File: src/rtl/sta_ram.sv
// ----------------------------------------------------------------------------
// sta_ram: generic single-port-write, registered-read RAM
// One write and one read address per cycle; read data is registered.
// ----------------------------------------------------------------------------
module sta_ram #(
   parameter int WIDTH = 8,
   parameter int DEPTH = 16
) (
   input  logic                                      clock,
   input  logic                                      wr_en,
   input  logic [(DEPTH > 1 ? $clog2(DEPTH) : 1)-1:0] wr_addr,
   input  logic [WIDTH-1:0]                          wr_data,
   input  logic [(DEPTH > 1 ? $clog2(DEPTH) : 1)-1:0] rd_addr,
   output logic [WIDTH-1:0]                          rd_data
);
   logic [WIDTH-1:0] mem [DEPTH];

   // Write port and registered read port
   always_ff @(posedge clock) begin
      if (wr_en) begin
         mem[wr_addr] <= wr_data;
      end
      rd_data <= mem[rd_addr];
   end
endmodule

File: config.mk
export PLATFORM = sky130hd
export DESIGN_NAME = sta_ram
export DESIGN_NICKNAME = d
export VERILOG_FILES = /design/src/rtl/sta_ram.sv
export SDC_FILE = /design/constraint.sdc
export NUM_CORES = 1
export LEC_CHECK = 0
export BUFFER_PORTS_ARGS = -buffer_cell sky130_fd_sc_hd__buf_2
export CORE_MARGIN = 2
export CORE_UTILIZATION = 40
export CTS_CLUSTER_SIZE = 8
export DETAILED_ROUTE_END_ITERATION = 8
export MAX_ROUTING_LAYER = met4
export PLACE_DENSITY_LB_ADDON = 0.25
export SLEW_MARGIN = 20
export SYNTH_ARGS = -nofsm -noshare
export SYNTH_HDL_FRONTEND = slang
export SYNTH_SLANG_ARGS = --single-unit
File: constraint.sdc
create_clock -name clock -period 2.7 [get_ports clock]
set_clock_uncertainty 0.15 [all_clocks]
set_input_delay 0.675 -clock clock [delete_from_list [all_inputs] [get_ports clock]]
set_output_delay 0.675 -clock clock [all_outputs]
set_load 0.03 [all_outputs]
# After elaboration in Yosys (flattened, before gate mapping)
# Memories as Yosys holds them, arrays and structs flattened. A register that Yosys moved wholly into a read port is not among the register bits.
# Index checks and enable logic that the tools add are counted.
# W data, S select, Z words.
[op_classes]
muxes = 2
[ops]
columns = ["cell", "count"]
rows = [
  ["$mux W1", 2],
]
[word_totals]
memories = 1
elab_cells = 3
ram_bits = 128
output_inout_bits = 8
regBits = 0
[mem_list]
columns = ["memory", "words", "width", "read_ports", "rd_ports_with_merged_regs", "wr", "line", "text"]
rows = [
  ["mem", 16, 8, 1, 1, 1, "16", "logic [WIDTH-1:0] mem [DEPTH];"],
]

# Logic depth before layout (Yosys ltp)
# Gate-level depths: netlist of run 1.
[logic_depth]
depth_word = 2
mapped_depth = 5
mapped_depth_nobuf = 3

# Worst setup path after synthesis of run 1
# Ideal clock, no wire load.
[synth_timing]
kind = "input-to-reg"
startpoint = "in wr_addr[2] (netlist bit)"
endpoint = "mem mem[0][0] (enable)"
setup_time_ns = 0.383
stages = 2
slack_ns = 0.382
t_required_ns = 2.167
n_path_buf = 0
arrival_time_ns = 1.785
cell_sequence = "or3b_2 -> nor3_1"
[synth_lines]
columns = ["element", "line", "text"]
rows = [
  ["start: declaration", "11", "input logic [(DEPTH > 1 ? $clog2(DEPTH) : 1)-1:0] wr_addr,"],
  ["end: declaration", "16", ""],
]
# No word-level cell before the write port.

==> results of run 1 <==
==> critical path: stages <==
cell and delay [ns]:
buf_2 0.10, buf_12 0.25, mux4_1 0.60, a22oi_1 0.22
nand2_1 0.11
==> kinds of logic after synthesis <==
group	after synthesis
buf+inv	10
flops	136
compound gates	16
mux	32
simple gates	35
==> worst max-delay path by stage <==
| stage | start | to | slack, ns | depth (start not counted) |
|---|---|---|---|---|
| 5_1_grt | rd_addr[0] | rd_data[4]$_DFF_P_ | 0.77 | 5 |
| 3_3_place_gp | rd_addr[0] | rd_data[0]$_DFF_P_ | 0.44 | 5 |
| 3_5_place_dp | rd_addr[0] | rd_data[0]$_DFF_P_ | 0.41 | 5 |
| 6_report | rd_addr[0] | rd_data[4]$_DFF_P_ | 0.85 | 5 |
| 2_1_floorplan | wr_addr[2] | mem[0][0]$_DFFE_PP_ | 0.38 | 2 |
| 4_1_cts | rd_addr[0] | rd_data[0]$_DFF_P_ | 0.83 | 5 |
==> power groups by stage <==
stage	clock network, mW	logic, mW	registers [mW]
after global routing	2.54	0.261	2.38
after CTS	2.44	0.246	2.38
final	2.40	0.240	2.38
after detailed placement	0	0.245	2.42
after global placement	0	0.242	2.42
after floorplan	0	0.120	2.44
==> cell type report <==
| cell class | count | area [um^2] |
|---|---|---|
| Antenna cell | 1 | 2.50 |
| Fill cell | 1030 | 6360 |
| Sequential cell | 136 | 4000 |
| Clock buffer | 24 | 482 |
| Multi-Input combinational cell | 83 | 1060 |
| Clock inverter | 8 | 143 |
| Timing Repair Buffer | 45 | 300 |
| Tap cell | 172 | 215 |
==> registers in the layout (all words and copies together) (netlist names) <==
signal   flops
mem        128
rd_data      8
==> routing by layer <==
layer  routed length, um  up-vias  global-route usage
li1                    -     1082                   -
met1                4040     1243               0.181
met2                4960       36               0.253
met3                 391       12              0.0443
met4                 123        0              0.0512
met5                   0        -                   -
==> placed cells by master, fill, tap and decap left out <==
master	instances
nand2_1	9
buf_2	25
diode_2	1
nor3_1	4
and2b_1	1
clkinv_2	3
buf_12	2
mux4_2	18
clkbuf_8	3
nor2_1	13
mux4_1	14
nand3_1	1
dfxtp_1	8
nand3b_1	2
bufinv_16	4
clkinvlp_4	1
nand2b_1	2
and2_1	1
or3b_2	1
a22oi_1	16
clkbuf_16	17
nor2b_1	1
edfxtp_1	128
clkbuf_1	4
buf_4	18
==> results.md, run 1 <==
* Status: finished clean
* Post-Synth Simple-Gate Area at 0.0318
* Area growth syn-to-layout at 20.5%
* YS warnings at 0
* Worst-Margin Slew at 0.375 ns
* Hold Crit Start: wr_data[5]
* Clock slew at reported path FFs at 0.06 ns
* Synth Area in Adders at 0
* Total track usage at 0.153
* Root Driver: clkbuf_16
* CORE AREA at 12600 um^2
* Final hold viol count at 0
* Largest family of logic cells by synthesized area: multiplexers
* WHS at 0.507 ns
* Clk pwr share at 0.479
* Pwr Total at 5.02 mW
* Part of the power in combinational logic at 0.048
* Grt ovf at 0
* Nets at 301
* Die W at 117 um
* Final setup vio count at 0
* Reg-to-Reg End: rd_data[4]$_DFF_P_
* Post-route cell area at 6200 um^2
* Clock Path Buffers at 2
* Syn avg cell area at 22.5 um^2
* Leak pwr at 2.11 nW
* Async SR Flop Fraction at 0
* Pwr/cell area at 809 nW/um^2
* DR vias at 2373
* Final setup TNS at 0 ns
* ANT nets after route at 0
* CTS tree: built
* Utilization after layout at 0.494
* Worst Setup Slack, final at 0.851 ns
* Global-route wire length before repair at 14800 um
* Pre-CTS WS at 0.413 ns
* Max-capacitance violation count at 0
* Max VDD drop at 0.386 mV
* Final Max Slew Viols at 0
* Die ar. at 13800 um^2
* DP HPWL at 6160 um
* Crit path time final at 1.85 ns
* Post-synthesis sequential area ratio at 0.778
* Die height at 117 um
* Post-CTS sizing at 0
* Final WL at 9510 um
* Most common library cells after synthesis: edfxtp_1, mux4_2, a22oi_1, mux4_1, nor2_1
* Drt via density at 5.06
* Num rows at 41
* Postcts setup bufs at 0
* DP Area at 5580 um^2
* Cells after DPL at 436
* Post-synthesis compound-gate area fraction at 0.0233
* CP Capture Type: register
* Sink Count at 136
* GPL Wtd Cong at 0.726
* Final worst-path cycle share at 0.685
* Initial Util at 0.410
* Vias in the first global route at 2530
* Largest net degree at the start of global routing at 33
* CP arrival at 1.97 ns
* Number of synthesized register bits at 136
* Drt first pass iters at 6
* Post-synth top flop: edfxtp_1
* Critical Path Fanout Max at 32
* Mux cell area share after synthesis at 0.150
* Ports at 26
* DRT iter0 DRCs at 166
* Hold EP: mem[5][5]$_DFFE_PP_
* RSZ-0062 raised after global routing: false
* Post-synth EDFFs at 128
* Share of the synthesized area in the top cell type at 0.747
* Fraction of layout cells with a size suffix above 1 at 0.311
* Worst r2r path cells at 3
* WL/cell at 20.3 um
* CP startpoint kind: primary input
* Syn Std Cell Area at 5150 um^2
* Most numerous cell in the Yosys netlist: edfxtp_1
* Post-CTS Hold Buffers at 0
* Sw power at 0.947 mW
* P_int at 4.07 mW
* HP Class: primary input to register
* Post-synthesis xor/xnor area fraction at 0
* Synth area leaders: edfxtp_1, mux4_2, mux4_1, dfxtp_1, a22oi_1
* Worst reg2reg path startpoint: mem[9][4]$_DFFE_PP_
* Syn nets at 247
* Hold depth at 1
* H-Tree Depth at 4
* Highest clock rate at 541 MHz
* Initial antenna violation count at 1
* Clk_lat worst skew at 0.40 ns
* Setup slack, reg-to-reg at 1.21 ns
* TritonCTS Buffers at 17
* Sw frac at 0.189
* Slew HR at 0.750
* Reg power frac at 0.473
* IO Port Bufs at 25
* Critical path type: primary input to register
* DRC Markers at 0
* Critical Path RT at 2.82 ns
* Fin cells at 469
* Netlist cell types at 19
* Syn Inst Count at 229
* Leading area contributor after synthesis: edfxtp_1
Note: power is estimated with default switching activity, not from simulation.
==> inputs of run 2 (changes only) <==
Clock period 2.7 ns to 1.91 ns, I/O delays scaled along.
==> run 2 against run 1 <==
Against the previous run:
- worst setup slack got worse by 0.64 ns
- critical path depth unchanged
- largest cell class unchanged
- combinational power increased by 50%
- first-iteration DRC count unchanged
- die area unchanged
- critical path type unchanged
- power increased by 36%
- cell area increased by 0.67%
==> results.md, run 2 (same netlist as run 1, synthesis figures left out) <==
* Status: finished clean
* Clock Path Buffers at 2 (unchanged)
* Final WL at 9640 um (+1.3%)
* Number of flip-flops in the largest register at 128 (unchanged)
* Pre-CTS WS at -0.225 ns (-0.638 ns)
* Reg power frac at 0.493 (+0.020)
* Initial Util at 0.410 (unchanged)
* Fraction of layout cells with a size suffix above 1 at 0.333 (+0.0225)
* H-Tree Depth at 4 (unchanged)
* Sw frac at 0.203 (+0.0143)
* CP startpoint kind: primary input
* DP HPWL at 6530 um (+6.1%)
* Worst-Margin Slew at 0.712 ns (+0.337 ns)
* P_int at 5.42 mW (+33%)
* IO Port Bufs at 25 (unchanged)
* Pwr Total at 6.81 mW (+36%)
* Total track usage at 0.158 (+0.00518)
* Slew HR at 0.524 (-0.226)
* RSZ-0062 raised after global routing: false
* Die ar. at 13800 um^2 (unchanged)
* Initial antenna violation count at 0 (-1)
* Critical path type: primary input to register
* TritonCTS Buffers at 17 (unchanged)
* Nets at 308 (+2.3%)
* Final setup vio count at 0 (unchanged)
* Critical Path Fanout Max at 10 (-69%)
* Sequential Area at 4000 um^2 (unchanged)
* Drt via density at 5.00 (-1.1%)
* CTS tree: built
* Clk pwr share at 0.453 (-0.026)
* WL/cell at 20.3 um (about the same)
* Area of the multi-input gates at 1060 um^2 (+0.47%)
* CORE AREA at 12600 um^2 (unchanged)
* Ant. Diodes at 0 (-1)
* Top flop regs: mem x128, rd_data x8
* Part of the power in combinational logic at 0.053 (+0.005)
* Final worst-path cycle share at 0.887
* Worst Setup Slack, final at 0.215 ns (-0.636 ns)
* DRC Markers at 0 (unchanged)
* Sink Count at 136 (unchanged)
* CP arrival at 1.84 ns (-0.13 ns)
* Largest Register: mem
* Post-CTS Hold Buffers at 0 (unchanged)
* Area growth syn-to-layout at 21.3%
* DRT iter0 DRCs at 166 (unchanged)
* Final Max Slew Viols at 0 (unchanged)
* Max-capacitance violation count at 0 (unchanged)
* Postcts setup bufs at 0 (unchanged)
* DR vias at 2376 (+0.13%)
* Num rows at 41 (unchanged)
* Highest clock rate at 590 MHz
* Vias in the first global route at 2558 (+1.1%)
* Critical Path RT at 2.06 ns (-0.76 ns)
* Clk_lat worst skew at 0.41 ns (about the same)
* HP Class: primary input to register
* Drt first pass iters at 5 (-1)
* Ports at 26 (unchanged)
* Fin cells at 475 (+1.3%)
* Root Driver: clkbuf_16
* FILL cells at 1010 (-1.9%)
* Leak pwr at 2.13 nW (+0.79%)
* Most frequent cells in the layout: edfxtp_1, buf_2, buf_4
* Most common cell after layout, fill and taps aside: edfxtp_1
* Post-CTS sizing at 0 (unchanged)
* CP Capture Type: register
* Global-route wire length before repair at 15100 um (+2.0%)
* GPL Wtd Cong at 0.737 (+1.5%)
* ANT nets after route at 0 (unchanged)
* Largest net degree at the start of global routing at 19 (-42%)
* Crit path time final at 1.69 ns
* Grt ovf at 0 (unchanged)
* Final hold viol count at 0 (unchanged)
* Pwr/cell area at 1090 nW/um^2 (+35%)
* Die W at 117 um (unchanged)
* Die height at 117 um (unchanged)
* Max VDD drop at 0.682 mV (+77%)
* Clock slew at reported path FFs at 0.06 ns (about the same)
* Sw power at 1.38 mW (+46%)
* Cells after DPL at 443 (+1.6%)
run 2: worst max-delay path: stages:
cell,delay [ns]
buf_2,0.20
buf_12,0.18
mux4_1,0.56
a22oi_1,0.33
nand2_1,0.08
run 2: layout make-up:
type                    instances  share of cell area
clock buffers                  19              0.0709
clock inverters                13              0.0208
multi-input cells              83               0.170
flip-flops and latches        136               0.641
well taps                     172              0.0345
repair buffers                 52              0.0625
run 2: final timing paths:
path | cells after the start | slack, ns | startpoint | to
max | 5 | 0.22 | rd_addr[0] | rd_data[0]$_DFF_P_
min | 1 | 0.30 | wr_data[2] | mem[7][2]$_DFFE_PP_
max reg2reg | 3 | 0.36 | mem[0][0]$_DFFE_PP_ | rd_data[0]$_DFF_P_
min reg2reg | 3 | 0.52 | mem[7][1]$_DFFE_PP_ | rd_data[1]$_DFF_P_
run 2: stage by stage:
step           setup TNS [ns]  cell area [um^2]   util  hold WS (ns)
6_report                    0              6240  0.497         0.301
5_1_grt                     0              6240  0.497         0.294
4_1_cts                     0              6240  0.497         0.287
3_5_place_dp            -1.15              5670  0.451         0.516
3_3_place_gp            -1.12              5670  0.451         0.499
2_1_floorplan               0              5150      -         0.426
run 2: power groups by stage:
stage          sequential (mW)  combinational [mW]  clock, mW
2_1_floorplan             3.45               0.170          0
3_3_place_gp              3.42               0.363          0
3_5_place_dp              3.42               0.368          0
4_1_cts                   3.36               0.369       3.15
5_1_grt                   3.36               0.394       3.26
6_report                  3.36               0.361       3.09
run 2: metal layers:
layer,share of wire,track usage,vias up
met4,0.0094,0.0527,0
met1,0.47,0.206,1230
met2,0.48,0.236,45
met5,0,-,-
li1,-,-,1093
met3,0.040,0.0511,8
